[src/ctss_pkg.sv]
`timescale 1ns / 1ps
package ctss_pkg;

  localparam int PALETTE_MAX   = 4;
  localparam int MIN_PERIOD_MS = 300;
  localparam int MAX_PERIOD_MS = 4000;
  localparam int SPEED_MAX     = 100;
  localparam int QUEUE_DEPTH   = 4;

  typedef enum logic [2:0] {
    DIR_FWD      = 3'd0,
    DIR_REV      = 3'd1,
    DIR_PINGPONG = 3'd2,
    DIR_DUAL_IN  = 3'd3,
    DIR_DUAL_OUT = 3'd4
  } dir_t;

  typedef enum logic [2:0] {
    REG_SPEED    = 3'd0,
    REG_BAND     = 3'd1,
    REG_AXIS     = 3'd2,
    REG_DIR      = 3'd3,
    REG_COUNT    = 3'd4,
    REG_PAL_LO   = 3'd5,
    REG_PAL_HI   = 3'd6
  } reg_idx_t;

  typedef logic [15:0] period_tab_t [0:SPEED_MAX];

  function automatic period_tab_t build_period_tab();
    period_tab_t tab;
    longint span;
    longint p;
    int sc;
    span = (MAX_PERIOD_MS > MIN_PERIOD_MS) ? longint'(MAX_PERIOD_MS - MIN_PERIOD_MS) : 64'sd0;
    for (int s = 0; s <= SPEED_MAX; s++) begin
      sc = (s < 1) ? 1 : s;
      p = longint'(MAX_PERIOD_MS) - (span * longint'(sc - 1)) / 99;
      if (p == 0) p = 1;
      tab[s] = 16'(p);
    end
    return tab;
  endfunction

  localparam period_tab_t PERIOD_TAB = build_period_tab();

  // settled configuration, recomputed every cycle from the registers
  typedef struct packed {
    logic [2:0]         dir;
    logic [15:0]        p;
    logic [16:0]        p2;
    logic [16:0]        w;
    logic [2:0]         count;
    logic [18:0]        axis;
    logic [19:0]        t;
    logic [20:0]        at;
    logic signed [21:0] base;
    logic [5:1][19:0]   kw;
    logic [3:0][23:0]   pal;
  } cfg_t;

  typedef struct packed {
    logic        dual;
    logic        flip;
    logic [15:0] m;
    logic [18:0] coord;
  } front_t;

  function automatic logic [23:0] band_color(input logic [3:0][23:0] pal,
                                             input logic [2:0] count,
                                             input logic [2:0] idx);
    logic [23:0] c;
    c = '0;
    if (idx != 3'd0 && idx <= count) c = pal[2'(idx - 3'd1)];
    return c;
  endfunction

  function automatic logic [23:0] mix(input logic [23:0] a, input logic [23:0] b,
                                      input logic [7:0] f);
    logic [23:0] o;
    logic [16:0] v;
    o = '0;
    for (int ch = 0; ch < 3; ch++) begin
      v = 17'(a[8*ch +: 8]) * 17'(9'd256 - {1'b0, f})
        + 17'(b[8*ch +: 8]) * 17'({1'b0, f} + 9'd1);
      o[8*ch +: 8] = v[15:8];
    end
    return o;
  endfunction

  function automatic logic [23:0] sat_add(input logic [23:0] a, input logic [23:0] b);
    logic [23:0] o;
    logic [8:0]  v;
    o = '0;
    for (int ch = 0; ch < 3; ch++) begin
      v = {1'b0, a[8*ch +: 8]} + {1'b0, b[8*ch +: 8]};
      o[8*ch +: 8] = v[8] ? 8'hFF : v[7:0];
    end
    return o;
  endfunction

endpackage

[src/ctss_queue.sv]
`timescale 1ns / 1ps
module ctss_queue (
  input  logic             clk,
  input  logic             rst,
  input  logic             push,
  input  ctss_pkg::front_t wdata,
  input  logic             pop,
  output ctss_pkg::front_t rdata,
  output logic             full,
  output logic             empty
);
  import ctss_pkg::*;

  localparam int PTRW = $clog2(QUEUE_DEPTH);

  front_t          mem [0:QUEUE_DEPTH-1];
  logic [PTRW-1:0] wr_ptr;
  logic [PTRW-1:0] rd_ptr;
  logic [PTRW:0]   fill;

  assign full  = (fill == (PTRW+1)'(QUEUE_DEPTH));
  assign empty = (fill == '0);
  assign rdata = mem[rd_ptr];

  always_ff @(posedge clk) begin
    if (push) mem[wr_ptr] <= wdata;
  end

  always_ff @(posedge clk) begin
    if (rst) begin
      wr_ptr <= '0;
      rd_ptr <= '0;
      fill   <= '0;
    end else begin
      if (push) wr_ptr <= (wr_ptr == PTRW'(QUEUE_DEPTH - 1)) ? '0 : wr_ptr + 1'b1;
      if (pop)  rd_ptr <= (rd_ptr == PTRW'(QUEUE_DEPTH - 1)) ? '0 : rd_ptr + 1'b1;
      if (push && !pop) fill <= fill + 1'b1;
      else if (pop && !push) fill <= fill - 1'b1;
    end
  end

endmodule

[config.mk]
export PLATFORM = sky130hd
export DESIGN_NAME = ctss_queue
export DESIGN_NICKNAME = d
export VERILOG_FILES = /design/src/ctss_pkg.sv /design/src/ctss_queue.sv
export SDC_FILE = /design/constraint.sdc
export NUM_CORES = 1
export LEC_CHECK = 0
export ABC_AREA = 1
export ABC_CLOCK_PERIOD_IN_PS = 2650
export CORE_ASPECT_RATIO = 1.2
export CORE_UTILIZATION = 50
export CTS_CLUSTER_DIAMETER = 50
export DETAILED_ROUTE_END_ITERATION = 7
export DONT_BUFFER_PORTS = 1
export PLACE_DENSITY = 0.67
export SETUP_SLACK_MARGIN = 0.3
export SKIP_LAST_GASP = 1
export SYNTH_ARGS = -nofsm -noshare
export SYNTH_HDL_FRONTEND = slang
export SYNTH_SLANG_ARGS = --single-unit
[constraint.sdc]
create_clock -name clk -period 2.65 [get_ports clk]
set_clock_uncertainty 0.2 [all_clocks]
set_input_delay 0.53 -clock clk [delete_from_list [all_inputs] [get_ports clk]]
set_output_delay 0.53 -clock clk [all_outputs]
set_load 0.02 [all_outputs]
=== Word-level counts from Yosys, hierarchy flattened ===
Memory sizes are Yosys's and may differ from the RTL's. A register that Yosys moved wholly into a read port is not among the register bits.
Cells that the tools add are included.

* Register bits after elaboration: 7
* Bits in writable memories: 148
* Bits of input ports: 41
* Output and inout bits: 39
* Logic and storage cells: 25
* Memories: 1

* Add/subtract/negate cells: 4
* Equal/unequal tests: 3
* Muxes and demuxes: 8
* Reduce and logical (&&, ||, !) cells: 6

{| class="wikitable"
|+ Memory list
! memory !! words !! width !! rd ports !! clocked after Yosys merged registers in !! wr ports !! line !! source
|-
| mem || 4 || 37 || 1 || 1 || 1 || ctss_queue.sv:16 || <nowiki>front_t mem [0:QUEUE_DEPTH-1];</nowiki>
|}

{| class="wikitable"
|+ Operator list
! operator !! count
|-
| $mux 2 || 4
|-
| $mux 3 || 2
|-
| $add 2x1->2 const B || 2
|-
| $eq 2x2->1 const B || 2
|-
| $add 3x1->3 const B || 1
|-
| $eq 3x3->1 const B || 1
|-
| $logic_not 3->1 || 1
|-
| $sub 3x1->3 const B || 1
|-
| $logic_and 1x1->1 || 2
|-
| $logic_not 1->1 || 2
|-
| $mux 1 || 2
|-
| $reduce_bool 2->1 || 1
|}

=== Logic depth before layout (Yosys ltp) ===
* Word-level depth: 4
* Gate-level depth with buffers: 10
* Gate-level depth less buffers: 10

=== Worst setup path after synthesis ===
Ideal clock, no wire load.

* Path type: flip-flop to flip-flop
* Start: register wr_ptr[0]
* End: memory mem[3][0] in the netlist's numbering, enable pin
* Arrival: 1.319 ns
* Slack: 0.740 ns
* Stages on the path, launching flop included: 4
* Buffers on the path: 0
* Period minus slack after synthesis: 1.910 ns
* Cells stage by stage: dfxtp_1 > ha_1 > nand2_1 > inv_1

{| class="wikitable"
|+ RTL lines
! item !! line !! source
|-
| start, declared || ctss_queue.sv:17 || <nowiki>logic [PTRW-1:0] wr_ptr;</nowiki>
|-
| start signal, assigned || ctss_queue.sv:35 || <nowiki>if (push) wr_ptr <= (wr_ptr == PTRW'(QUEUE_DEPTH - 1)) ? '0 : wr_ptr + 1'b1;</nowiki>
|-
| end, declared || ctss_queue.sv:16 ||
|}

No word-level cell before the write port.

==> impl_metrics.env <==
export IMPL_routed_wl_mm=11.7
export IMPL_num_io_pins=80
export IMPL_syn_nets=465
export IMPL_grtUsageMet3_pct=6.45
export IMPL_rr_worst_depth=4
export IMPL_worstPathMaxFanout=26
export IMPL_pre_cts_ws_ns=0.479
export IMPL_worst_ep_required_time_ns=1.92
export IMPL_min_path_type="input pin to register"
export IMPL_grtUsageMet1_pct=23.6
export IMPL_hold_worst_slack_ns=0.103
export IMPL_hold_viol=0
export IMPL_endpoint_kind="output pin"
export IMPL_finalPower_mw=5.82
export IMPL_postCtsSetupRepairBufs=0
export IMPL_grt_pass1_vias=3534
export IMPL_clk_path_buf_depth=2
export IMPL_core_um2=11600
export IMPL_grt_setup_unrepaired="yes"
export IMPL_start_kind="register"
export IMPL_hpwl_mm=6.71
export IMPL_syn_inst=417
export IMPL_clock_latency_ns=0.41
export IMPL_p_per_area_nw_per_um2=787
export IMPL_worstMarginPinSlew_ns=0.647
export IMPL_wire_per_inst_um=18.4
export IMPL_clkSinkCount=157
export IMPL_die_area_um2=12300
export IMPL_yosysWarningCount=0
export IMPL_slew_headroom_pct=56.5
export IMPL_leakagePower_nw=2.56
export IMPL_dr_total_vias=3485
export IMPL_final_nets=515
export IMPL_synth_area_um2=5950
export IMPL_timing_rr_end="mem[3][15]"
export IMPL_ys_ff_latch=157
export IMPL_grt_pass1_wl_mm=17.9
export IMPL_antenna_found_initial=1
export IMPL_dr_pass1_iters=4
export IMPL_ys_types=21
export IMPL_finalMaxSlewViolations=0
export IMPL_synthTopCellsByArea="edfxtp_1 75%, nor2_1 5.2%, o21ai_0 4.1%"
export IMPL_crit_end="rdata[27]"
export IMPL_drc_errors=0
export IMPL_drive_gt1_share_pct=18.5
export IMPL_finalSetupTns_ns=0
export IMPL_grt_usage_pct=20.1
export IMPL_dpl_cell_area_um2=6170
export IMPL_r2r_start="wr_ptr[0]"
export IMPL_setup_ws_ns=0.346
export IMPL_setup_viol=0
export IMPL_syn_to_final_growth_pct=24.4
export IMPL_crit_type="register to output pin"
export IMPL_routed_via_density=5.47
export IMPL_clk_root_buffer_cell="clkbuf_16"
export IMPL_grt_remaining_overflow=0
export IMPL_postLayoutCellArea_um2=7400
export IMPL_fin_crit_ns=2.30
export IMPL_yosys_area_top_type_share_pct=74.7
export IMPL_cp_arrival_ns=1.57
export IMPL_cts_tree="done"
export IMPL_ys_seq_area_share_pct=77.8
export IMPL_n_antenna_cell=0
export IMPL_grt_max_degree=27
export IMPL_drt_iter0_markers=165
export IMPL_die_h_um=121
export IMPL_numPortBuffers=0
export IMPL_num_rows=43
export IMPL_fill_cells=816
export IMPL_final_antenna_net_count=0
export IMPL_fin_crit_sh_pct=87.0
export IMPL_cts_buffers=17
export IMPL_drv_cap=0
export IMPL_finish_utilization_pct=64.0
export IMPL_path_clk_slew_ns=0.06
export IMPL_grt_busiest_layer="met2"
export IMPL_fmax_mhz=434
export IMPL_status="finished, final reports clean"
export IMPL_syn_avg_cell_area_um2=14.3
export IMPL_r2r_slack_ns=0.85
export IMPL_irDropWorstVdd_uv=416
export IMPL_htreeDepth=4
export IMPL_place_congestion=0.702
export IMPL_dp_cells=565
export IMPL_initial_core_util_pct=51.4
export IMPL_die_x_um=102
export IMPL_synth_largest_area_cell="edfxtp_1"
export IMPL_final_cells=637
export IMPL_met2_usage_pct=32.7
-- state kept, by name (all words and copies together) (netlist names), named ones only --
register and count:
fill 3, mem 148, rd_ptr 2, wr_ptr 2
-- cells by family (layout without fill, tap and decap cells) --
kind of cell | count (synthesis) | in the layout | synth area share [%]
AOI/OAI and AO/OA | 117 | 117 | 10.6
buffers and inverters | 39 | 102 | 3.66
xor gates and xnor gates | 1 | 1 | 0.147
DFF | 157 | 157 | 77.8
adders and majority gates | 7 | 7 | 1.60
and+or+nand+nor | 96 | 96 | 6.21
-- synth_stat cells --
library cell	number
a21oi_1	3
nand3_1	1
buf_6	8
ha_1	6
fa_1	1
inv_1	15
nand4_1	1
nor3_1	4
nor2_1	82
o21ai_0	49
clkbuf_1	8
o22ai_1	37
buf_4	1
dfxtp_1	9
clkbuf_2	1
o21ai_1	28
inv_2	1
nand2_1	8
buf_2	5
xor2_1	1
edfxtp_1	148
-- cell type report --
cell class / count / area, um2 / share of cell area [%]
Multi-Input combinational cell: 221 / 1340 / 18.1
Tap cell: 157 / 196 / 2.66
Sequential cell: 157 / 4630 / 62.5
Inverter: 16 / 65.1 / 0.879
Clock buffer: 17 / 425 / 5.75
Clock inverter: 15 / 150 / 2.03
Timing Repair Buffer: 54 / 599 / 8.10
-- layout by cell type (no fill, tap or decap), types with 3 or more instances in the layout --
cell type / instances
a21oi_1: 3
buf_12: 6
buf_4: 4
buf_6: 3
clkbuf_16: 17
clkinv_4: 4
dfxtp_1: 8
dlygate4sd3_1: 40
edfxtp_1: 148
ha_1: 6
inv_1: 11
inv_2: 4
inv_6: 8
nand2_1: 8
nor2_1: 82
nor3_1: 4
o21ai_0: 48
o21ai_1: 29
o22ai_2: 37
-- routing by layer --
| metal | part of all wire [%] | wire length [um] | up-vias |
|---|---|---|---|
| li1 | - | - | 1656 |
| met3 | 5.1 | 600 | 13 |
| met2 | 52 | 6060 | 76 |
| met4 | 1.3 | 156 | 2 |
| met1 | 42 | 4880 | 1738 |
| met5 | 0.085 | 10 | - |
-- critical path, stage by stage, from the launching register on --
cell and delay [ns]:
dfxtp_2 0.42, buf_6 0.24, o21ai_0 0.14, o22ai_2 0.36
-- where the power goes --
group / internal [mW] / switching [mW] / leakage, nW
Clock: 1.32 / 0.995 / 0.282
Combinational: 0.205 / 0.434 / 0.848
Sequential: 2.83 / 0.0366 / 1.43
-- how the worst min path moves through the flow --
stage / from / to / slack, ns / depth (start not counted)
6_report: push / wr_ptr[1] / 0.10 / 2
5_1_grt: rst / fill[2] / 0.11 / 3
4_1_cts: wdata[21] / mem[0][21] / 0.0002 / 0
3_5_place_dp: wr_ptr[1] / wr_ptr[1] / 0.34 / 2
3_3_place_gp: wr_ptr[1] / wr_ptr[1] / 0.31 / 2
2_1_floorplan: wr_ptr[1] / wr_ptr[1] / 0.29 / 2
-- repair_timing --
| action | in CTS | in global routing |
|---|---|---|
| hold buffers | 39 | 1 |
| hold endpoints to repair | 147 | 3 |
| resized for setup | 39 | 6 |
| setup endpoints to repair | 37 | 31 |
| gates cloned | 0 | 0 |
| pin swaps | 0 | 4 |
Power figures use the tool's default switching activity.
