--- config.mk ---
export PLATFORM = sky130hd
export DESIGN_NAME = ctss_front_flat
export DESIGN_NICKNAME = d
export VERILOG_FILES = /design/src/ctss_pkg.sv /design/src/ctss_if.sv /design/src/ctss_front.sv /design/src/flat_wrapper.sv
export SDC_FILE = /design/constraint.sdc
export NUM_CORES = 2
export LEC_CHECK = 0
export BUFFER_PORTS_ARGS = -buffer_cell sky130_fd_sc_hd__buf_2
export CORE_MARGIN = 4
export CORE_UTILIZATION = 65
export DETAILED_ROUTE_END_ITERATION = 10
export PLACE_DENSITY = 0.84
export SLEW_MARGIN = 10
export SYNTH_ARGS = -nofsm -noshare
export SYNTH_HDL_FRONTEND = slang
export SYNTH_SLANG_ARGS = --single-unit
--- constraint.sdc ---
create_clock -name clk -period 93.3 [get_ports clk]
set_input_delay 4.665 -clock clk [delete_from_list [all_inputs] [get_ports clk]]
set_output_delay 4.665 -clock clk [all_outputs]
set_load 0.02 [all_outputs]
--- src/ctss_pkg.sv ---
`timescale 1ns / 1ps
package ctss_pkg;

  localparam int PALETTE_MAX   = 4;
  localparam int MIN_PERIOD_MS = 300;
  localparam int MAX_PERIOD_MS = 4000;
  localparam int SPEED_MAX     = 100;
  localparam int QUEUE_DEPTH   = 4;

  typedef enum logic [2:0] {
    DIR_FWD      = 3'd0,
    DIR_REV      = 3'd1,
    DIR_PINGPONG = 3'd2,
    DIR_DUAL_IN  = 3'd3,
    DIR_DUAL_OUT = 3'd4
  } dir_t;

  typedef enum logic [2:0] {
    REG_SPEED    = 3'd0,
    REG_BAND     = 3'd1,
    REG_AXIS     = 3'd2,
    REG_DIR      = 3'd3,
    REG_COUNT    = 3'd4,
    REG_PAL_LO   = 3'd5,
    REG_PAL_HI   = 3'd6
  } reg_idx_t;

  typedef logic [15:0] period_tab_t [0:SPEED_MAX];

  function automatic period_tab_t build_period_tab();
    period_tab_t tab;
    longint span;
    longint p;
    int sc;
    span = (MAX_PERIOD_MS > MIN_PERIOD_MS) ? longint'(MAX_PERIOD_MS - MIN_PERIOD_MS) : 64'sd0;
    for (int s = 0; s <= SPEED_MAX; s++) begin
      sc = (s < 1) ? 1 : s;
      p = longint'(MAX_PERIOD_MS) - (span * longint'(sc - 1)) / 99;
      if (p == 0) p = 1;
      tab[s] = 16'(p);
    end
    return tab;
  endfunction

  localparam period_tab_t PERIOD_TAB = build_period_tab();

  // settled configuration, recomputed every cycle from the registers
  typedef struct packed {
    logic [2:0]         dir;
    logic [15:0]        p;
    logic [16:0]        p2;
    logic [16:0]        w;
    logic [2:0]         count;
    logic [18:0]        axis;
    logic [19:0]        t;
    logic [20:0]        at;
    logic signed [21:0] base;
    logic [5:1][19:0]   kw;
    logic [3:0][23:0]   pal;
  } cfg_t;

  typedef struct packed {
    logic        dual;
    logic        flip;
    logic [15:0] m;
    logic [18:0] coord;
  } front_t;

  function automatic logic [23:0] band_color(input logic [3:0][23:0] pal,
                                             input logic [2:0] count,
                                             input logic [2:0] idx);
    logic [23:0] c;
    c = '0;
    if (idx != 3'd0 && idx <= count) c = pal[2'(idx - 3'd1)];
    return c;
  endfunction

  function automatic logic [23:0] mix(input logic [23:0] a, input logic [23:0] b,
                                      input logic [7:0] f);
    logic [23:0] o;
    logic [16:0] v;
    o = '0;
    for (int ch = 0; ch < 3; ch++) begin
      v = 17'(a[8*ch +: 8]) * 17'(9'd256 - {1'b0, f})
        + 17'(b[8*ch +: 8]) * 17'({1'b0, f} + 9'd1);
      o[8*ch +: 8] = v[15:8];
    end
    return o;
  endfunction

  function automatic logic [23:0] sat_add(input logic [23:0] a, input logic [23:0] b);
    logic [23:0] o;
    logic [8:0]  v;
    o = '0;
    for (int ch = 0; ch < 3; ch++) begin
      v = {1'b0, a[8*ch +: 8]} + {1'b0, b[8*ch +: 8]};
      o[8*ch +: 8] = v[8] ? 8'hFF : v[7:0];
    end
    return o;
  endfunction

endpackage

--- src/ctss_if.sv ---
`timescale 1ns / 1ps
interface ctss_pixel_if;
  logic        valid;
  logic        ready;
  logic [31:0] time_ms;
  logic [18:0] coord;
  modport source(output valid, output time_ms, output coord, input ready);
  modport sink(input valid, input time_ms, input coord, output ready);
endinterface


--- src/ctss_front.sv ---
`timescale 1ns / 1ps
module ctss_front (
  input  logic             clk,
  input  logic             rst,
  input  ctss_pkg::cfg_t   cfg,
  ctss_pixel_if.sink       pixel,
  output logic             q_push,
  output ctss_pkg::front_t q_data,
  input  logic             q_full
);
  import ctss_pkg::*;

  localparam int NS = 32;

  logic        vld  [0:NS];
  logic [16:0] rem  [0:NS];
  logic [31:0] tm   [0:NS];
  logic [18:0] crd  [0:NS];
  logic [17:0] cat  [0:NS-1];
  logic [16:0] nrem [0:NS-1];

  logic        adv;
  logic        cv;
  front_t      cls;
  front_t      cls_next;
  logic [16:0] div;
  logic [16:0] r;
  logic [16:0] p17;
  logic [16:0] tri_val;

  assign adv         = !(cv && q_full);
  assign pixel.ready = adv;
  assign q_push      = cv && !q_full;
  assign q_data      = cls;

  // bounce and dual modes fold time over two periods
  assign div = (cfg.dir == DIR_PINGPONG || cfg.dir == DIR_DUAL_IN || cfg.dir == DIR_DUAL_OUT)
             ? cfg.p2 : {1'b0, cfg.p};

  always_comb begin
    for (int i = 0; i < NS; i++) begin
      cat[i]  = {rem[i], tm[i][NS-1-i]};
      nrem[i] = (cat[i] >= {1'b0, div}) ? 17'(cat[i] - {1'b0, div}) : cat[i][16:0];
    end
  end

  always_comb begin
    r       = rem[NS];
    p17     = {1'b0, cfg.p};
    tri_val = (r < p17) ? r : 17'(cfg.p2 - r);
    cls_next.dual  = 1'b0;
    cls_next.flip  = 1'b0;
    cls_next.m     = r[15:0];
    cls_next.coord = crd[NS];
    case (cfg.dir)
      DIR_REV: begin
        cls_next.flip = 1'b1;
      end
      DIR_PINGPONG: begin
        if (r >= p17) begin
          cls_next.flip = 1'b1;
          cls_next.m    = 16'(r - p17);
        end
      end
      DIR_DUAL_IN: begin
        cls_next.dual = 1'b1;
        cls_next.m    = 16'(p17 - tri_val);
      end
      DIR_DUAL_OUT: begin
        cls_next.dual = 1'b1;
        cls_next.m    = tri_val[15:0];
      end
      default: ;
    endcase
  end

  always_ff @(posedge clk) begin
    if (rst) begin
      for (int i = 0; i <= NS; i++) vld[i] <= 1'b0;
      cv <= 1'b0;
    end else if (adv) begin
      vld[0] <= pixel.valid;
      for (int i = 0; i < NS; i++) vld[i+1] <= vld[i];
      cv <= vld[NS];
    end
  end

  always_ff @(posedge clk) begin
    if (adv) begin
      tm[0]  <= pixel.time_ms;
      crd[0] <= pixel.coord;
      rem[0] <= '0;
      for (int i = 0; i < NS; i++) begin
        rem[i+1] <= nrem[i];
        tm[i+1]  <= tm[i];
        crd[i+1] <= crd[i];
      end
      cls <= cls_next;
    end
  end

endmodule

--- src/flat_wrapper.sv ---
// flat-port wrapper written by rule: the top's interface ports become plain ports
module ctss_front_flat import ctss_pkg::*;
  (clk, rst, cfg, q_push, q_data, q_full, pixel_valid, pixel_time_ms, pixel_coord, pixel_ready);
  ctss_pixel_if pixel_i ();
  input  logic clk;
  input  logic rst;
  input  ctss_pkg::cfg_t cfg;
  output logic q_push;
  output ctss_pkg::front_t q_data;
  input  logic q_full;
  input wire logic [$bits(pixel_i.valid)-1:0] pixel_valid;
  input wire logic [$bits(pixel_i.time_ms)-1:0] pixel_time_ms;
  input wire logic [$bits(pixel_i.coord)-1:0] pixel_coord;
  output wire logic [$bits(pixel_i.ready)-1:0] pixel_ready;
  assign pixel_i.valid = pixel_valid;
  assign pixel_i.time_ms = pixel_time_ms;
  assign pixel_i.coord = pixel_coord;
  assign pixel_ready = pixel_i.ready;
  ctss_front u_core (.clk(clk), .rst(rst), .cfg(cfg), .pixel(pixel_i), .q_push(q_push), .q_data(q_data), .q_full(q_full));
endmodule
=== Word level (Yosys, flattened, before mapping) ===
Memories as Yosys holds them, arrays and structs flattened. A register that Yosys moved wholly into a read port is not among the register bits.
Index checks and enable logic that the tools add are counted.

* RAM bits: 2277
* Input port bits: 389
* Output and inout port bits: 39
* Flip-flop bits (word level): 18
* Logic and storage cells: 198
* Memories kept: 4

* $add $sub $neg: 35
* Reduce and logical (&&, ||, !) cells: 9
* Bitwise logic cells: 33
* Equality and inequality tests: 4
* Muxes and demuxes: 76
* $lt $le $gt $ge: 34

{| class="wikitable"
|+ Memories
! name !! depth !! width !! rd ports !! clocked after memory_dff !! write ports !! RTL line !! source
|-
| u_core.tm || 33 || 32 || 32 || 0 || 33 || ctss_front.sv:17 || <nowiki>logic [31:0] tm [0:NS];</nowiki>
|-
| u_core.crd || 33 || 19 || 33 || 1 || 33 || ctss_front.sv:18 || <nowiki>logic [18:0] crd [0:NS];</nowiki>
|-
| u_core.rem || 33 || 17 || 33 || 0 || 33 || ctss_front.sv:16 || <nowiki>logic [16:0] rem [0:NS];</nowiki>
|-
| u_core.vld || 33 || 1 || 33 || 1 || 33 || ctss_front.sv:15 || <nowiki>logic vld [0:NS];</nowiki>
|}

{| class="wikitable"
|+ Operator list
! cell !! number
|-
| 2-to-1 mux 17 bit || 34
|-
| greater-or-equal comparator 18 x 17 -> 1 bit || 32
|-
| subtractor 17 bit || 32
|-
| one-hot mux 16 bit (3 select lines) || 1
|-
| subtractor 16 bit || 3
|-
| 2-to-1 mux 1 bit || 39
|-
| bitwise OR 1 bit || 33
|-
| greater-or-equal comparator 17 x 16 -> 1 bit || 1
|-
| < comparator 17 x 16 -> 1 bit || 1
|-
| 2-to-1 mux 16 bit || 1
|-
| equality test 3 x 2 -> 1 bit (second input constant) || 2
|-
| logical NOT 1 bit || 4
|-
| equality test 3 x 1 -> 1 bit (second input constant) || 1
|-
| equality test 3 bit (second input constant) || 1
|-
| logical AND 1 bit || 2
|-
| logical OR 1 bit || 2
|-
| one-hot mux 1 bit (2 select lines) || 1
|-
| OR reduction 2 bit || 1
|}

=== Depth between registers and ports, before layout ===
* Word-level depth: 6
* Mapped depth: 21
* Depth with buffers taken out: 20

=== Worst setup path after synthesis ===
No wires, ideal clock.

* Path type: input to register
* From: in q_full
* To: mem u_core.vld[0] (enable)
* Arrival: 46.144 ns
* Setup time: 0.600 ns
* Setup slack: 46.556 ns
* Required time: 92.700 ns
* Buffers on the path: 0
* Cell stages on the path: 2
* Path through: nand2_1 > or2_2

{| class="wikitable"
|+ RTL lines
! element !! RTL line !! source
|-
| start, declared || flat_wrapper.sv:10 || <nowiki>input logic q_full;</nowiki>
|-
| end, declared || ctss_front.sv:15 ||
|}

=== Worst setup path after layout ===
* From: in q_full
* To: out pixel_ready

* Cells in the longest elaborated chain, start to end: 2

{| class="wikitable"
|+ Ends and longest elaborated chain
! element !! RTL line !! source
|-
| logical AND 1 bit || ctss_front.sv:31 || <nowiki>assign adv = !(cv && q_full);</nowiki>
|-
| logical NOT 1 bit || ctss_front.sv:31 ||
|-
| end, declared || flat_wrapper.sv:14 || <nowiki>output wire logic [$bits(pixel_i.ready)-1:0] pixel_ready;</nowiki>
|}

No other way between the ends.

==> run metrics <==
Max Slew Vio Count=0; hold buffers post-CTS=0; Die Area=137,000 µm²; CP Data Required Time=88.64 ns; Net count, final=7,564; DIE HEIGHT=370 µm; Root Buffer=clkbuf_16; WP buf/inv=2; critical-path cell with the highest stage delay=nand2_4; Fin Setup TNS=0 ns; DR iter-0 viols=4,834; worst r2r src=u_core.cv$_SDFFE_PP0N_; Distinct cells, synth=72; gr ovfl total=0; async set-reset flop share out of synthesis=0%; hold depth=0; post-synthesis register bit count=1,770; Comb pwr share=40.4%; CTS HTree Levels=4; Reg clk slew, reported paths=0.07 ns; gpl congestion=0.903; switching portion of total power=35.0%; kind of cell adding the most delay to the critical path=simple AND/OR/NAND/NOR gates; part of the Yosys area used for sequential elements=62.3%; Static Leakage=37.4 nW; DP Cell Count=8,131; Main synth FF type=edfxtp_1; outcome=completed; worst-skew pair later-pin latency=0.82 ns; largest net degree at the start of global routing=202; row count=132; R2R cell count=6; core area=130,000 µm²; CTS tree=yes; Net Switching=0.00110 W; Detailed Place HPWL=108 mm; FMAX=97.3 MHz; worst-case clock skew=0.0295 ns; VDD IR max=0.0000255 V; CP max stage delay=0.52 ns; clock power share=22.5%; # IOs=428; worst path cell trace=buf_2 > nand2_4 > buf_2; synthesized cell area=85,300 µm²; Critical Path Stages=3; crit path from=q_full; post-CTS setup buffers=0; number of synthesized flops with an enable pin=1,769; crit path DAT=5.62 ns; Hold Crit Class=flip-flop to flip-flop; fin crit share=11.0%; Sink Count=1,770; Post-Syn Instances=6,298; Max-slew headroom=28.5%; Worst Hold Launch=u_core.crd[11][17]$_DFFE_PN_; Die X=370 µm; syn_nets=7,297; CTS resizes=0; Mean Syn Cell Area=13.5 µm²; area grow syn2layout=10.5%; hold_ws=0.393 ns; drt drc=0; TritonCTS buffer count=174; share of power burned in registers=37.2%; routed wire length=175 mm; Fin. Hold Viols=0; Startpoint Class=primary input; diode count=0; CP Max Fanout=54; final setup fails=0; number of antenna violations at the first check in global routing=0; PortBufs=129; initial core utilization=65.6%; Worst setup EP type=primary output; CTS Buffer Depth=3; vias per cell=6.15; first-pass GRT wire length=277 mm; share of cells above drive strength 1=11.6%; GRT Util Overall=25.5%; power per cell area=33.4 nW/µm²; Final ANT Viol Nets=0; max_cap viols=0; internal power=0.00205 W; RSZ-0062 raised after global routing=false; wire per inst=20.7 µm; TritonRoute pass-1 iters=6; YS warnings=0; Final Critical Period=10.28 ns; number of global-route vias before repair=51,800; via count=52,000; Top cell by count, worst path=buf_2; Finished Layout Cells=8,448; Tightest Pin Transition=1.07 ns; worst setup path class=primary input to primary output
final cells by class:
type | instances | area [µm²]
Clock buffer | 206 | 4500
Fill cell | 8299 | 35700
Clock inverter | 111 | 1310
Sequential cell | 1770 | 53100
Timing Repair Buffer | 187 | 1130
Multi-Input combinational cell | 4209 | 31200
Inverter | 223 | 837
Tap cell | 1742 | 2180
state kept, by name, summed over array words and instances, names as in the netlist:
signal / cells
u_core.crd: 627
u_core.cv: 1
u_core.q_data: 37
u_core.rem: 544
u_core.tm: 528
u_core.vld: 33
worst register-to-register path, stage by stage (launching register included):
cell and delay [ns]:
dfxtp_1 0.36, nand2_4 0.54, buf_4 0.69, buf_12 0.76
buf_4 1.03, buf_4 0.93, buf_12 0.76
stage by stage:
stage	setup WS (ns)	cell area [µm²]	utilization [%]	total power (W)
2_1_floorplan	46.56	85300	-	0.00212
3_3_place_gp	82.35	88500	68.1	0.00236
3_5_place_dp	82.33	88500	68.1	0.00241
4_1_cts	82.96	94300	72.5	0.00314
5_1_grt	82.75	94300	72.5	0.00334
6_report	83.02	94300	72.5	0.00315
power by group through the flow:
| stage | clock [W] | sequential [W] | combinational [W] |
|---|---|---|---|
| 2_1_floorplan | 0 | 0.00115 | 0.000971 |
| 3_3_place_gp | 0 | 0.00117 | 0.00118 |
| 3_5_place_dp | 0 | 0.00118 | 0.00123 |
| 4_1_cts | 0.000721 | 0.00117 | 0.00125 |
| 5_1_grt | 0.000759 | 0.00118 | 0.00140 |
| 6_report | 0.000706 | 0.00117 | 0.00127 |
cells in the final DEF (no fill, tap or decap), types with 180 or more instances in the layout:
master	count
nand2_1	466
xor2_1	185
xnor2_1	246
inv_1	222
ha_1	576
nor2_1	321
a21oi_1	409
edfxtp_1	1769
o21ai_0	482
mux2_2	180
kinds of logic after synthesis:
kind of cell,share of synthesized area (%)
xor gates and xnor gates,4.45
adders and majority gates,9.25
AOI/OAI and AO/OA,11.2
and+or+nand+nor,7.60
muxes,3.70
DFF,62.3
buffers and inverters,1.50
path summary, 6_finish.rpt:
kind              slack, ns                      endpoint
hold / removal         0.39  u_core.crd[12][17]$_DFFE_PN_
setup reg to reg      87.77   u_core.tm[0][487]$_DFFE_PN_
hold reg to reg        0.39  u_core.crd[12][17]$_DFFE_PN_
setup / recovery      83.02                   pixel_ready
routing by layer:
layer / vias up / track usage [%] / share of wire (%)
met5: - / 0 / 0
met4: 0 / 10.1 / 3.8
met3: 450 / 3.71 / 6.5
met2: 1906 / 42.6 / 48
met1: 25100 / 33.9 / 41
li1: 24500 / - / -
Yosys cell counts (38+ instances only):
master    number  share of area, %
a21oi_1      425               2.5
nand2_1      468               2.1
nand2b_1      58              0.43
nor2_1       321               1.4
or2_2         38              0.28
nor2b_1       91              0.67
a211oi_1      40              0.35
xor2_1       185               1.9
mux2_2       180               2.4
a21o_1       141               1.2
o21ai_0      483               2.8
clkbuf_1      73              0.32
inv_1        223              0.98
a31oi_1       43              0.32
mux2_4        40              0.70
o21a_1        84              0.74
nand3_1       51              0.30
edfxtp_1    1769                62
ha_1         576               8.4
and2_1        44              0.32
nand4_1       89              0.65
xnor2_1      246               2.5
nor3_1        98              0.58
mux2i_1       53              0.62
Note: power is estimated with default switching activity, not from simulation.
