[config.mk]
export PLATFORM = sky130hd
export DESIGN_NAME = ctss_cfg
export DESIGN_NICKNAME = d
export VERILOG_FILES = /design/src/ctss_pkg.sv /design/src/ctss_cfg.sv
export SDC_FILE = /design/constraint.sdc
export NUM_CORES = 1
export LEC_CHECK = 0
export BUFFER_PORTS_ARGS = -buffer_cell sky130_fd_sc_hd__clkbuf_2
export CAP_MARGIN = 20
export CORE_MARGIN = 1.5
export CORE_UTILIZATION = 38
export CTS_CLUSTER_DIAMETER = 120
export CTS_CLUSTER_SIZE = 20
export DETAILED_ROUTE_END_ITERATION = 8
export GPL_TIMING_DRIVEN = 0
export PLACE_DENSITY = 0.71
export SLEW_MARGIN = 30
export SYNTH_ARGS = -nofsm -noshare
export SYNTH_HDL_FRONTEND = slang
export SYNTH_SLANG_ARGS = --single-unit
[constraint.sdc]
create_clock -name clk -period 5.4 [get_ports clk]
set_input_delay 1.08 -clock clk [delete_from_list [all_inputs] [get_ports clk]]
set_output_delay 1.08 -clock clk [all_outputs]
set_load 0.05 [all_outputs]
[src/ctss_pkg.sv]
`timescale 1ns / 1ps
package ctss_pkg;

  localparam int PALETTE_MAX   = 4;
  localparam int MIN_PERIOD_MS = 300;
  localparam int MAX_PERIOD_MS = 4000;
  localparam int SPEED_MAX     = 100;
  localparam int QUEUE_DEPTH   = 4;

  typedef enum logic [2:0] {
    DIR_FWD      = 3'd0,
    DIR_REV      = 3'd1,
    DIR_PINGPONG = 3'd2,
    DIR_DUAL_IN  = 3'd3,
    DIR_DUAL_OUT = 3'd4
  } dir_t;

  typedef enum logic [2:0] {
    REG_SPEED    = 3'd0,
    REG_BAND     = 3'd1,
    REG_AXIS     = 3'd2,
    REG_DIR      = 3'd3,
    REG_COUNT    = 3'd4,
    REG_PAL_LO   = 3'd5,
    REG_PAL_HI   = 3'd6
  } reg_idx_t;

  typedef logic [15:0] period_tab_t [0:SPEED_MAX];

  function automatic period_tab_t build_period_tab();
    period_tab_t tab;
    longint span;
    longint p;
    int sc;
    span = (MAX_PERIOD_MS > MIN_PERIOD_MS) ? longint'(MAX_PERIOD_MS - MIN_PERIOD_MS) : 64'sd0;
    for (int s = 0; s <= SPEED_MAX; s++) begin
      sc = (s < 1) ? 1 : s;
      p = longint'(MAX_PERIOD_MS) - (span * longint'(sc - 1)) / 99;
      if (p == 0) p = 1;
      tab[s] = 16'(p);
    end
    return tab;
  endfunction

  localparam period_tab_t PERIOD_TAB = build_period_tab();

  // settled configuration, recomputed every cycle from the registers
  typedef struct packed {
    logic [2:0]         dir;
    logic [15:0]        p;
    logic [16:0]        p2;
    logic [16:0]        w;
    logic [2:0]         count;
    logic [18:0]        axis;
    logic [19:0]        t;
    logic [20:0]        at;
    logic signed [21:0] base;
    logic [5:1][19:0]   kw;
    logic [3:0][23:0]   pal;
  } cfg_t;

  typedef struct packed {
    logic        dual;
    logic        flip;
    logic [15:0] m;
    logic [18:0] coord;
  } front_t;

  function automatic logic [23:0] band_color(input logic [3:0][23:0] pal,
                                             input logic [2:0] count,
                                             input logic [2:0] idx);
    logic [23:0] c;
    c = '0;
    if (idx != 3'd0 && idx <= count) c = pal[2'(idx - 3'd1)];
    return c;
  endfunction

  function automatic logic [23:0] mix(input logic [23:0] a, input logic [23:0] b,
                                      input logic [7:0] f);
    logic [23:0] o;
    logic [16:0] v;
    o = '0;
    for (int ch = 0; ch < 3; ch++) begin
      v = 17'(a[8*ch +: 8]) * 17'(9'd256 - {1'b0, f})
        + 17'(b[8*ch +: 8]) * 17'({1'b0, f} + 9'd1);
      o[8*ch +: 8] = v[15:8];
    end
    return o;
  endfunction

  function automatic logic [23:0] sat_add(input logic [23:0] a, input logic [23:0] b);
    logic [23:0] o;
    logic [8:0]  v;
    o = '0;
    for (int ch = 0; ch < 3; ch++) begin
      v = {1'b0, a[8*ch +: 8]} + {1'b0, b[8*ch +: 8]};
      o[8*ch +: 8] = v[8] ? 8'hFF : v[7:0];
    end
    return o;
  endfunction

endpackage

[src/ctss_cfg.sv]
`timescale 1ns / 1ps
module ctss_cfg (
  input  logic             clk,
  input  logic             rst,
  input  logic             psel,
  input  logic             penable,
  input  logic             pwrite,
  input  logic [5:0]       paddr,
  input  logic [63:0]      pwdata,
  output logic [63:0]      prdata,
  output logic             pready,
  output ctss_pkg::cfg_t   cfg
);
  import ctss_pkg::*;

  logic [7:0]  speed_pct;
  logic [16:0] band_width;
  logic [18:0] axis_length;
  logic [2:0]  direction;
  logic [2:0]  palette_count;
  logic [47:0] palette_lo;
  logic [47:0] palette_hi;

  reg_idx_t ridx;
  logic     wr;
  logic [6:0]  sidx;
  logic [2:0]  cnt;
  logic [16:0] w1;
  logic [19:0] t;
  cfg_t        cfg_next;

  assign pready = 1'b1;
  assign ridx   = reg_idx_t'(paddr[5:3]);
  assign wr     = psel && penable && pwrite;

  always_ff @(posedge clk) begin
    if (rst) begin
      speed_pct     <= 8'd50;
      band_width    <= 17'd4096;
      axis_length   <= 19'd65536;
      direction     <= DIR_FWD;
      palette_count <= 3'd1;
      palette_lo    <= '0;
      palette_hi    <= '0;
    end else if (wr) begin
      case (ridx)
        REG_SPEED:  speed_pct     <= pwdata[7:0];
        REG_BAND:   band_width    <= pwdata[16:0];
        REG_AXIS:   axis_length   <= pwdata[18:0];
        REG_DIR:    direction     <= pwdata[2:0];
        REG_COUNT:  palette_count <= pwdata[2:0];
        REG_PAL_LO: palette_lo    <= pwdata[47:0];
        REG_PAL_HI: palette_hi    <= pwdata[47:0];
        default: ;
      endcase
    end
  end

  always_comb begin
    case (ridx)
      REG_SPEED:  prdata = {56'b0, speed_pct};
      REG_BAND:   prdata = {47'b0, band_width};
      REG_AXIS:   prdata = {45'b0, axis_length};
      REG_DIR:    prdata = {61'b0, direction};
      REG_COUNT:  prdata = {61'b0, palette_count};
      REG_PAL_LO: prdata = {16'b0, palette_lo};
      REG_PAL_HI: prdata = {16'b0, palette_hi};
      default:    prdata = '0;
    endcase
  end

  always_comb begin
    if (speed_pct == 8'd0) sidx = 7'd1;
    else if (speed_pct > 8'(SPEED_MAX)) sidx = 7'(SPEED_MAX);
    else sidx = speed_pct[6:0];
    cnt = (palette_count > 3'(PALETTE_MAX)) ? 3'(PALETTE_MAX) : palette_count;
    w1  = (band_width == 17'd0) ? 17'd1 : band_width;
    t   = 20'(w1 * ({1'b0, cnt} + 4'd2));
    cfg_next.dir   = direction;
    cfg_next.p     = PERIOD_TAB[sidx];
    cfg_next.p2    = {PERIOD_TAB[sidx], 1'b0};
    cfg_next.w     = w1;
    cfg_next.count = cnt;
    cfg_next.axis  = axis_length;
    cfg_next.t     = t;
    cfg_next.at    = 21'(axis_length) + 21'(t);
    cfg_next.base  = 22'({4'b0, axis_length[18:1]}) - 22'({3'b0, t[19:1]});
    for (int k = 1; k <= 5; k++) cfg_next.kw[k] = 20'(w1 * 3'(k));
    cfg_next.pal   = {palette_hi, palette_lo};
  end

  always_ff @(posedge clk) begin
    cfg <= cfg_next;
  end

endmodule

# ---- Yosys cells after proc, flatten, opt, wreduce, memory -nomap -nowiden
# Memories as Yosys holds them, arrays and structs flattened. A register that Yosys moved wholly into a read port is not among the register bits.
# Cells that the tools add are included.
dict set report word_totals {
  n_memories 1
  elab_cells 53
  regBits 384
  output_inout_bits 399
  input_bits 75
  rom_bits 2048
}
# name words width rd rd_clocked_by_memory_dff write_ports line_no
set mem_list {}
lappend mem_list {{(no name shown)} 128 16 1 1 0 ctss_cfg.sv:81} ;# cfg_next.p2 = {PERIOD_TAB[sidx], 1'b0};
dict set report op_classes {
  reduce_logical 12
  n_eq_ne 6
  n_addsub 3
  mul 3
  n_bitwise 1
  n_mux 5
  magnitude_cmp 2
}
# op count
set ops {}
lappend ops {{48-bit one-hot mux with 7 select lines} 1}
lappend ops {{19-bit by 20-bit adder with 21-bit output} 1}
lappend ops {{17-bit by 3-bit multiplier with 20-bit output, second input constant} 1}
lappend ops {{17-bit by 4-bit multiplier with 20-bit output} 1}
lappend ops {{18-bit by 19-bit subtractor with 20-bit output} 1}
lappend ops {{17-bit by 2-bit multiplier with 19-bit output, second input constant} 1}
lappend ops {{17-bit zero test} 1}
lappend ops {{17-bit two-way mux} 1}
lappend ops {{7-bit two-way mux} 2}
lappend ops {{2-bit AND reduction} 7}
lappend ops {{3-bit equality test, second input constant} 3}
lappend ops {{8-bit by 7-bit greater-than comparator with 1-bit output, second input constant} 1}
lappend ops {{8-bit zero test} 1}
lappend ops {{7-bit inverter with 8-bit output} 1}
lappend ops {{3-bit by 2-bit equality test with 1-bit output, second input constant} 2}
lappend ops {{3-bit by 2-bit adder with 4-bit output, second input constant} 1}
lappend ops {{3-bit by 1-bit equality test with 1-bit output, second input constant} 1}
lappend ops {{3-bit greater-than comparator, second input constant} 1}
lappend ops {{3-bit zero test} 1}
lappend ops {{3-bit two-way mux} 1}
lappend ops {{1-bit logical AND} 2}

# ---- Longest topological paths before layout
dict set report depth {
  depth_word 5
  depth_mapped 25
  ltp_nobuf 25
}

# ---- Least setup slack after synthesis
# No wires, ideal clock.
dict set report synth_path {
  path_kind {register to register}
  startpoint {reg palette_count[2]}
  endpoint {reg cfg[215] (netlist name)}
  synth_period_minus_slack_ns 5.362
  t_required_ns 5.281
  slack_ns 0.038
  path_buffers 3
  t_arrival_ns 5.242
  path_stages_with_launch 24
  path_cell_list {dfxtp_1 -> clkbuf_1 -> nand2b_1 -> clkbuf_1 -> nand2_1 -> fa_1 -> fa_1 -> inv_1 -> ha_1 -> a211oi_1 -> nor2_1 -> o31ai_1 -> nand2b_1 -> a21o_1 -> xor2_1 -> ha_1 -> buf_6 -> or4_4 -> nor4_4 -> nand3_1 -> o211a_1 -> or3_4 -> nor3_2 -> o21bai_1}
}
# item line_no
set synth_rtl {}
lappend synth_rtl {{from (decl)} ctss_cfg.sv:20} ;# logic [2:0] palette_count;
lappend synth_rtl {{from (signal assigned)} ctss_cfg.sv:51} ;# REG_COUNT: palette_count <= pwdata[2:0];

==> impl_metrics.json <==
{
  "max_freq_ghz": 0.185,
  "topRoutingLayerUsed": "met5",
  "path_class": "register to register",
  "power_frac_clock_pct": 30.5,
  "die-area_sq_um": 51100,
  "ys_ff_latch": 393,
  "rows": 81,
  "globalplace.congestion": 0.939,
  "grt_pass1_vias": 16500,
  "hold_viol": 0,
  "layout.cells.non_filler": 3314,
  "yosysSeqAreaShare_pct": 41.6,
  "tightestPinTransition_ns": 0.949,
  "wl_microns": 65300,
  "die_h_microns": 226,
  "dr_wl_met3_microns": 5600,
  "crit_end": "cfg[215]",
  "p_int_mw": 4.03,
  "clk_latency_ns": 0.60,
  "first_pass_iters": 5,
  "synth-simple-area-share_pct": 14.5,
  "core-area_sq_um": 49100,
  "worstSetupEndpointType": "register",
  "max_slew_margin_pct": 36.5,
  "vdd_drop_max_mv": 0.225,
  "grt_pass1_wl_microns": 96800,
  "wl_per_cell_microns": 19.7,
  "drt-met1-wl_microns": 25900,
  "p_per_area_nw_per_um2": 250,
  "cap_violations": 0,
  "grt_use_total_pct": 24.6,
  "htreeDepth": 1,
  "grt_max_degree": 21,
  "crit_fanout": 7,
  "setup_viol": 1,
  "period_needed_ns": 5.41,
  "hold_class": "register to register",
  "grt_setup_unrepaired": "yes",
  "io_pins": 474,
  "power_frac_comb_pct": 17.5,
  "final_common_cell": "clkbuf_2",
  "rr_worst_depth": 20,
  "synth_xor_area_share_pct": 3.47,
  "postSynth.asyncResetShare_pct": 0,
  "outcome": "finished with violations",
  "startpoint_type": "register",
  "drive_gt1_share_pct": 26.0,
  "synthAdderAreaFrac_pct": 11.7,
  "critPathArrivalTime_ns": 5.89,
  "finalClockSkew_ns": 0.0227,
  "hpwl_microns": 50200,
  "required_ns": 5.87,
  "detail-route-antenna-nets": 0,
  "switching_share_pct": 30.4,
  "fp.dieW_microns": 226,
  "synth_cells": 2132,
  "synth_compound_area_share_pct": 17.8,
  "via_count": 17200,
  "initial_core_util_pct": 38.5,
  "synth_cell_type_count": 93,
  "yosysTopAreaCellShare_pct": 41.6,
  "synth_area_leaders": "dfxtp_1, ha_1, nand2_1, a21oi_1, buf_4",
  "cts_tree": "done",
  "nFillCells": 4807,
  "violations": "negative setup slack",
  "crit_start": "palette_count[2]",
  "layout_common_cells": "clkbuf_2, dfxtp_1, nand2_1",
  "syn_area_per_cell_sq_um": 8.87,
  "grt_overflow": 0,
  "yosysWarnings": 0,
  "report.final.slew_viol_count": 0,
  "r2r_end": "cfg[215]",
  "vias_per_cell": 5.20,
  "clk_pin_slew_ns": 0.09,
  "setup_ws_ns": -0.0142,
  "synth_ff_type": "dfxtp_1",
  "yosys.area.top_type": "dfxtp_1",
  "drtIter0Drc": 1263,
  "clk_path_buf_depth": 3,
  "finalNetCount": 2879,
  "antenna_found_initial": 3,
  "synthMuxAreaShare_pct": 1.67,
  "synth-edff-count": 0,
  "synth_top_family_by_area": "compound AO/OA/AOI/OAI gates",
  "area_growth_pct": 22.6,
  "drc": 0,
  "cts_hold_buf": 0,
  "p_leak_nw": 10.7,
  "cts_root_buf": "clkbuf_16",
  "dpl.cell_count": 3260,
  "ff2ff_setup_slack_ns": -0.01,
  "numCtsBuffers": 23,
  "pre_cts_ws_ns": -1.02,
  "portBuffers": 414,
  "period_share_pct": 100,
  "wl_met2_microns": 32100,
  "clock-sinks": 393,
  "reg2reg_from": "palette_count[2]",
  "netlist_area_sq_um": 18900,
  "pwr-share-seq_pct": 52.0,
  "switching_power_mw": 1.76
}
==> per-stage QoR <==
step / utilization (%) / hold WS (ns) / area [sq um] / setup TNS [ns] / total power [mW]
floorplan: - / 0.345 / 19100 / 0 / 3.80
CTS: 46.7 / 0.363 / 22900 / -0.00392 / 5.81
global route: 47.3 / 0.375 / 23200 / -0.561 / 5.99
global placement: 44.8 / 0.354 / 22000 / -8.83 / 4.05
detailed placement: 44.9 / 0.361 / 22000 / -11.57 / 4.06
finish: 47.3 / 0.368 / 23200 / -0.0142 / 5.79
==> cells by family (layout without fill, tap and decap cells) <==
| family | Yosys count | in the layout |
|---|---|---|
| buf+inv | 338 | 805 |
| fa+ha+maj | 156 | 156 |
| other cells | 2 | 53 |
| mux | 26 | 26 |
| xor+xnor | 74 | 74 |
| compound gates | 528 | 528 |
| simple gates | 615 | 615 |
| flops | 393 | 393 |
==> routing by layer <==
layer	track usage, %	vias up
met3	5.32	107
met5	0	-
met4	6.67	2
met1	29.8	8262
li1	-	8103
met2	43.8	764
==> flip-flops by register name (all words and copies together), names as in the netlist <==
signal and count:
palette_count 3, axis_length 19, cfg 247, palette_lo 48, speed_pct 8, band_width 17
palette_hi 48, direction 3
==> cell usage after synthesis, drive strengths merged (17+ instances only) <==
master    n
o21ai    66
and2     27
clkbuf   98
nand3    27
nor3     23
a22oi    22
nor2b    21
ha      122
mux2i    17
nand2   359
a21o     24
fa       34
dfxtp   393
a21oi   230
a22o     36
buf     137
nor2     93
xnor2    57
a31oi    17
xor2     17
inv     103
o21a     18
==> power by group through the flow <==
| stage | Sequential [mW] | Clock [mW] | Combinational, mW |
|---|---|---|---|
| after floorplan | 3.33 | 0 | 0.470 |
| after global routing | 3.02 | 1.90 | 1.07 |
| final | 3.01 | 1.76 | 1.01 |
| after detailed placement | 3.09 | 0 | 0.973 |
| after CTS | 3.01 | 1.81 | 0.985 |
| after global placement | 3.08 | 0 | 0.964 |
==> critical path, stage by stage, from the launching register on <==
cell,delay (ns)
dfxtp_4,0.40
nand2b_4,0.16
buf_8,0.13
nand2_4,0.05
fa_1,0.52
fa_1,0.56
inv_2,0.06
fa_1,0.45
a21o_1,0.18
a21o_1,0.22
a31oi_4,0.19
o2bb2ai_4,0.18
xnor2_4,0.19
ha_4,0.26
or4_4,0.55
nor4_4,0.28
nand3_1,0.14
o211a_1,0.18
or3_4,0.41
nor3_4,0.11
o21bai_1,0.08
==> how the worst min path moves through the flow <==
stage	slack, ns	from	depth (start not counted)	to
global route	0.37	direction[0]	0	cfg[331]
global placement	0.35	palette_hi[32]	0	cfg[80]
detailed placement	0.36	palette_hi[33]	0	cfg[81]
floorplan	0.35	direction[0]	0	cfg[331]
finish	0.37	palette_hi[13]	0	cfg[61]
CTS	0.36	direction[0]	0	cfg[331]
==> area by class of cell <==
| class | count | area [sq um] | share of cell area [%] |
|---|---|---|---|
| Tap cell | 664 | 831 | 3.58 |
| Clock inverter | 2 | 27.5 | 0.119 |
| Buffer | 231 | 1370 | 5.93 |
| Multi-Input combinational cell | 1451 | 9760 | 42.1 |
| Sequential cell | 393 | 7900 | 34.1 |
| Inverter | 103 | 390 | 1.68 |
| Clock buffer | 24 | 589 | 2.54 |
| Timing Repair Buffer | 445 | 2300 | 9.93 |
| Antenna cell | 1 | 2.50 | 0.0108 |
==> repair_timing <==
item,in CTS,in global routing
resized for setup,44,35
pin swaps,13,26
buffers inserted,11,20
setup endpoints to repair,21,16
(Power assumes the default switching activity.)
